--- config.mk ---
export PLATFORM = sky130hd
export DESIGN_NAME = vna_norm
export DESIGN_NICKNAME = d
export VERILOG_FILES = /design/src/vna_pkg.sv /design/src/vna_norm.sv
export SDC_FILE = /design/constraint.sdc
export NUM_CORES = 2
export LEC_CHECK = 0
export BUFFER_PORTS_ARGS = -buffer_cell sky130_fd_sc_hd__buf_2
export CAP_MARGIN = 10
export CORE_MARGIN = 2
export CORE_UTILIZATION = 40
export DETAILED_ROUTE_END_ITERATION = 16
export GPL_TIMING_DRIVEN = 0
export SYNTH_ARGS = -nofsm -noshare
export SYNTH_HDL_FRONTEND = slang
export SYNTH_SLANG_ARGS = --single-unit
--- constraint.sdc ---
create_clock -name clk -period 27.8 [get_ports clk]
set_input_delay 5.56 -clock clk [delete_from_list [all_inputs] [get_ports clk]]
set_output_delay 5.56 -clock clk [all_outputs]
set_load 0.05 [all_outputs]
--- src/vna_pkg.sv ---
// ----------------------------------------------------------------------------
// vna_pkg
// Shared types, widths and state codes for the vertex normal accumulator.
// ----------------------------------------------------------------------------
package vna_pkg;

  localparam int IDX_W   = 10;  // vertex index
  localparam int COORD_W = 24;  // Q11.12 coordinate, Q9.14 accumulator
  localparam int EDGE_W  = 25;  // difference of two coordinates
  localparam int Q14_W   = 16;  // unit component, Q1.14
  localparam int NRM_W   = 19;  // face normal component after rounding
  localparam int LEN_W   = 62;  // squared length after normalizing shift
  localparam int ROOT_W  = 31;  // integer square root of LEN_W bits
  localparam int NUM_W   = 46;  // scaled dividend
  localparam int QUO_W   = 15;  // quotient magnitude, at most 2^14

  typedef logic [IDX_W-1:0]          vidx_t;
  typedef logic signed [COORD_W-1:0] coord_t;
  typedef logic signed [EDGE_W-1:0]  edge_t;
  typedef logic signed [Q14_W-1:0]   q14_t;

  localparam q14_t Q14_ONE = 16'sd16384;

  typedef enum logic [1:0] {
    OP_CLEAR = 2'd0,
    OP_WRITE = 2'd1,
    OP_FACE  = 2'd2,
    OP_READ  = 2'd3
  } op_t;

  typedef struct packed {
    edge_t x;
    edge_t y;
    edge_t z;
  } vec_t;

  typedef struct packed {
    logic defined;
    q14_t x;
    q14_t y;
    q14_t z;
  } unit_t;

  typedef enum logic [3:0] {
    ST_CLEAR,
    ST_IDLE,
    ST_FETCH,
    ST_N1,
    ST_N2,
    ST_CROSS,
    ST_ACC_RD,
    ST_ACC_WR,
    ST_RD_WAIT,
    ST_RD_NORM,
    ST_OUT
  } top_state_t;

  typedef enum logic [2:0] {
    NS_IDLE,
    NS_SQ,
    NS_SHIFT,
    NS_SQRT,
    NS_DLOAD,
    NS_DIV,
    NS_DONE
  } norm_state_t;

endpackage

--- src/vna_norm.sv ---
// ----------------------------------------------------------------------------
// vna_norm
// Scales a three-component vector to unit length in Q1.14: squared length,
// normalizing shift, bit-serial square root, bit-serial division.
// ----------------------------------------------------------------------------
module vna_norm (
  input  logic           clk,
  input  logic           rst_n,
  input  logic           start,
  input  vna_pkg::vec_t  vec,
  output logic           done,
  output vna_pkg::unit_t res
);
  import vna_pkg::*;

  norm_state_t state_r, state_nxt;

  logic [COORD_W-1:0]   mag_r [3];
  logic [2:0]           neg_r;
  logic [1:0]           cnt_r;
  logic [COORD_W-1:0]   mag_sel;
  logic [2*COORD_W-1:0] sq_r, sq_nxt;
  logic [LEN_W-1:0]     len_r, xr_r, root_r, bit_r, trial;
  logic [5:0]           k_r;
  logic [5:0]           shamt;
  logic [NUM_W-1:0]     rem_r, num;
  logic [NUM_W-2:0]     dvs_r;
  logic [QUO_W-1:0]     quo_r, quo_nxt;
  logic [3:0]           step_r;
  logic                 take;
  q14_t                 q_pos;
  q14_t                 u_r [3];
  logic                 def_r;

  function automatic logic [COORD_W-1:0] mag_of(input edge_t v);
    edge_t a;
    a = v[EDGE_W-1] ? -v : v;
    return a[COORD_W-1:0];
  endfunction

  assign mag_sel = (cnt_r == 2'd3) ? '0 : mag_r[cnt_r];
  assign sq_nxt  = mag_sel * mag_sel;
  assign trial   = root_r + bit_r;
  assign shamt   = 6'd14 + {1'b0, k_r[5:1]};
  assign num     = (NUM_W'(mag_sel) << shamt) + NUM_W'(root_r[ROOT_W-1:1]);
  assign take    = (rem_r >= {1'b0, dvs_r});
  assign quo_nxt = {quo_r[QUO_W-2:0], take};
  assign q_pos   = q14_t'({1'b0, quo_nxt});

  always_ff @(posedge clk) begin
    if (!rst_n) begin
      state_r <= NS_IDLE;
    end else begin
      state_r <= state_nxt;
    end
  end

  always_comb begin
    state_nxt = state_r;
    case (state_r)
      NS_IDLE, NS_DONE: begin
        state_nxt = start ? NS_SQ : NS_IDLE;
      end
      NS_SQ: begin
        if (cnt_r == 2'd3) state_nxt = NS_SHIFT;
      end
      NS_SHIFT: begin
        if (len_r == '0) state_nxt = NS_DONE;
        else if (len_r[LEN_W-1:LEN_W-2] != 2'b00) state_nxt = NS_SQRT;
      end
      NS_SQRT: begin
        if (bit_r[0]) state_nxt = NS_DLOAD;
      end
      NS_DLOAD: state_nxt = NS_DIV;
      NS_DIV: begin
        if (step_r == 4'(QUO_W - 1)) state_nxt = (cnt_r == 2'd2) ? NS_DONE : NS_DLOAD;
      end
      default: state_nxt = NS_IDLE;
    endcase
  end

  always_ff @(posedge clk) begin
    case (state_r)
      NS_IDLE, NS_DONE: begin
        if (start) begin
          mag_r[0] <= mag_of(vec.x);
          mag_r[1] <= mag_of(vec.y);
          mag_r[2] <= mag_of(vec.z);
          neg_r    <= {vec.z[EDGE_W-1], vec.y[EDGE_W-1], vec.x[EDGE_W-1]};
          cnt_r    <= '0;
          len_r    <= '0;
          k_r      <= '0;
          def_r    <= 1'b0;
        end
      end
      NS_SQ: begin
        sq_r  <= sq_nxt;
        cnt_r <= cnt_r + 2'd1;
        if (cnt_r != 2'd0) len_r <= len_r + LEN_W'(sq_r);
      end
      NS_SHIFT: begin
        if (len_r == '0) begin
          u_r[0] <= '0;
          u_r[1] <= '0;
          u_r[2] <= '0;
        end else if (len_r[LEN_W-1:LEN_W-10] == '0) begin
          // still below 2^52: a shift by 8 cannot overshoot 2^60
          len_r <= len_r << 8;
          k_r   <= k_r + 6'd8;
        end else if (len_r[LEN_W-1:LEN_W-2] == 2'b00) begin
          len_r <= len_r << 2;
          k_r   <= k_r + 6'd2;
        end else begin
          xr_r   <= len_r;
          root_r <= '0;
          bit_r  <= LEN_W'(1) << (LEN_W - 2);
          def_r  <= 1'b1;
        end
      end
      NS_SQRT: begin
        if (xr_r >= trial) begin
          xr_r   <= xr_r - trial;
          root_r <= (root_r >> 1) + bit_r;
        end else begin
          root_r <= root_r >> 1;
        end
        bit_r <= bit_r >> 2;
        cnt_r <= '0;
      end
      NS_DLOAD: begin
        rem_r  <= num;
        dvs_r  <= {root_r[ROOT_W-1:0], 14'b0};
        quo_r  <= '0;
        step_r <= '0;
      end
      NS_DIV: begin
        if (take) rem_r <= rem_r - {1'b0, dvs_r};
        dvs_r  <= dvs_r >> 1;
        quo_r  <= quo_nxt;
        step_r <= step_r + 4'd1;
        if (step_r == 4'(QUO_W - 1)) begin
          u_r[cnt_r] <= neg_r[cnt_r] ? -q_pos : q_pos;
          cnt_r      <= cnt_r + 2'd1;
        end
      end
      default: ;
    endcase
  end

  assign done = (state_r == NS_DONE);

  always_comb begin
    res.defined = def_r;
    res.x       = u_r[0];
    res.y       = u_r[1];
    res.z       = u_r[2];
  end

  a_undef_zero: assert property (@(posedge clk) disable iff (!rst_n)
    (done && !res.defined) |-> (res.x == '0 && res.y == '0 && res.z == '0))
    else $error("undefined result not zero");

  a_unit_range: assert property (@(posedge clk) disable iff (!rst_n)
    done |-> (res.x <= Q14_ONE && res.x >= -Q14_ONE && res.y <= Q14_ONE &&
              res.y >= -Q14_ONE && res.z <= Q14_ONE && res.z >= -Q14_ONE))
    else $error("unit component out of range");

  a_root_range: assert property (@(posedge clk) disable iff (!rst_n)
    (state_r == NS_DLOAD && cnt_r == 2'd0) |->
      (root_r[LEN_W-1:ROOT_W] == '0 && root_r[ROOT_W-1]))
    else $error("square root outside [2^30, 2^31)");

endmodule

==> out/results.ini <==
[route]
post_drt_wl_per_cell_microns=21.6
viasPerCell=5.66
finalWirelength_mm=173
dr.pass1.iters=6
drcViolationCount=0
drtIter0Drc=3843
ant_nets=0
vias=45369

[sta]
slew_headroom_pct=7.14
hold_viol=0
worstMarginPinSlew_ps=1390
fin_crit_ps=12080
tns_ps=0
clock_skew_ps=29.4
period_share_pct=43.5
fin_ws_ps=15720
setup_viol=0
timing.fmax_mhz=82.8
slew_violations=0
rsz0062_at_grt=no

[critical_path]
crit_type=flip-flop to flip-flop
start_kind=flip-flop
critPathLaunch=cnt_r[0]$_DFFE_PP_
cp-end-kind=flip-flop
cp_data_arrival_time_ps=12480
worstPathRequired_ps=28190
cp_slowest_cell=clkbuf_1
reg2reg_from=cnt_r[0]$_DFFE_PP_
cp_max_fo=10
reg2reg_slack_ps=15720
reg2regPathDepth=35
r2r_end=sq_r[47]$_DFFE_PP_
slowest_delay_ps=800

[global_routing]
grt_pass1_wl_mm=266
use_met1_pct=32.9
gr-usage-met3_pct=2.76
overflow=0
grt_antenna_before_repair=4
groute.layer.met2.usage_pct=40.5
first_global_vias=45274
top_usage_layer=met2
track_usage_pct=24.4
grt_max_degree=76

[placed_design]
dp_hpwl_mm=138
pre_cts_slack_ps=16040
place_congestion=0.944
port_buffers=127

[logic_synthesis]
synthesis.nets=6919
syn_avg_cell_area_sq_um=9.17
synth_enable_flop_cells=504
ys_ff_latch=509
synth.most_common_cell=inv_1
yosysTopAreaCellShare_pct=27.6
synthTopCellsByArea=edfxtp_1, fa_1, ha_1, inv_1, nand2_1
seq_area_frac_synth_pct=27.8
synth_ff_type=edfxtp_1
synth_top_area_cell=edfxtp_1
postSynth.asyncResetShare_pct=0
yosysWarnings=0
syn_area_sq_mm=0.0548
ys_top_cells_by_count=inv_1, nand2_1, nor2_1
synth_cell_types=97
syn_inst=5979

[die]
io_pins=128
start_util_pct=40.4
die-area_sq_mm=0.140
rows=135
core_area_sq_mm=0.136
die_y_microns=374
fp.dieW_microns=374

[min_path]
min_path_type=flip-flop to flip-flop
min_to=dvs_r[4]$_SDFFCE_PN0N_
hold_start=dvs_r[5]$_SDFFCE_PN0N_
min_path_cells=2

[finish]
fin_nets=7127
drive_gt1_share_pct=6.08
syn_to_final_growth_pct=9.47

[cts]
cts-hold-fix-buffers=0
cts.sinks=509
post_cts_buffers=0
cts_max_path_buffers=3
cts_buffers=60
worstSkewPairLatency_ps=660
htree_levels=2
cts_tree=built
clk_pin_slew_ps=60
cts-root-buf=clkbuf_16
ctsResizeCount=0

[outcome]
status=finished clean

[run]
cap_violations=0

==> metrics by stage <==
| stage | utilization [%] | area (sq um) | cells | hold slack (ps) |
|---|---|---|---|---|
| floorplan | - | 54800 | 5979 | 522 |
| global placement | 42.5 | 57700 | 7887 | 560 |
| detailed placement | 42.8 | 58100 | 7904 | 555 |
| CTS | 44.2 | 60000 | 8011 | 570 |
| global route | 44.2 | 60000 | 8016 | 588 |
| finish | 44.2 | 60000 | 8016 | 568 |
==> critical path: cells and delay by family (launching register included) <==
family	cells	cell delay (ps)
flops	1	490
fa+ha+maj	9	4000
buf+inv	13	3510
compound gates	6	1980
simple gates	7	1800
==> sequential cells by signal, summed over array words and instances, names as in the netlist, named ones only <==
register,cells
mag_r,72
len_r,62
root_r,62
xr_r,62
u_r,48
sq_r,47
rem_r,46
dvs_r,45
bit_r,31
quo_r,14
k_r,5
step_r,4
neg_r,3
state_r,3
cnt_r,2
def_r,1
==> cell families (layout without fill, tap and decap cells) <==
group                      after synthesis  count (layout)  share of synthesized area [%]
xor gates and xnor gates               434             434                           6.94
buffers and inverters                  979            1232                           6.82
adders and majority gates              862             862                           25.5
AOI/OAI and AO/OA                     1326            1326                           15.3
other                                    0               3                              0
and+or+nand+nor                       1737            1737                           14.5
muxes                                  132             132                           3.12
DFF                                    509             509                           27.8
==> placed cells by master (no fill, tap or decap), drive strengths merged, types with 38 or more instances in the layout <==
cell type	netlist	layout
inv	732	734
nand2	601	601
nor2	535	535
edfxtp	504	504
ha	435	435
fa	427	427
o21ai	330	330
a21oi	322	322
clkbuf	208	280
xnor2	245	245
xor2	189	189
buf	34	179
a21o	151	151
nand3	123	123
and3	94	94
a31oi	90	90
mux2i	68	68
o22ai	68	68
nor3	64	64
nand4	61	61
a211oi	53	53
nor2b	51	51
or3	47	47
o21bai	46	46
and2	40	40
nand2b	39	39
mux2	38	38
==> routing by layer <==
| layer | routed length [microns] | part of all wire, % | vias to the layer above |
|---|---|---|---|
| met4 | 6630 | 3.8 | 0 |
| li1 | - | - | 21175 |
| met5 | 0 | 0 | - |
| met2 | 81100 | 47 | 1579 |
| met3 | 10900 | 6.3 | 298 |
| met1 | 74800 | 43 | 22317 |
==> worst max path at each step <==
stage / end / slack, ps / cells after the start
after global routing: sq_r[47]$_DFFE_PP_ / 15400 / 35
after detailed placement: sq_r[47]$_DFFE_PP_ / 16040 / 35
after global placement: xr_r[15]$_DFFE_PP_ / 12160 / 4
final: sq_r[47]$_DFFE_PP_ / 15720 / 35
after floorplan: len_r[0]$_SDFFCE_PN0P_ / 17050 / 3
after CTS: sq_r[47]$_DFFE_PP_ / 15990 / 35
==> area by class of cell <==
class                      count  area [sq um]
antenna                        3          7.51
multi-input combinational   4491         35900
clock buffer                  71          1590
buffer                       242           973
fill                       13336         75600
clock inverter                36           320
timing repair buffer         146           986
tap                         1781          2230
sequential                   509         15200
inverter                     737          2770
Power is left out: the tool's default activity adds up to more than one toggle a clock period on the data nets, which glitch-free logic cannot reach.
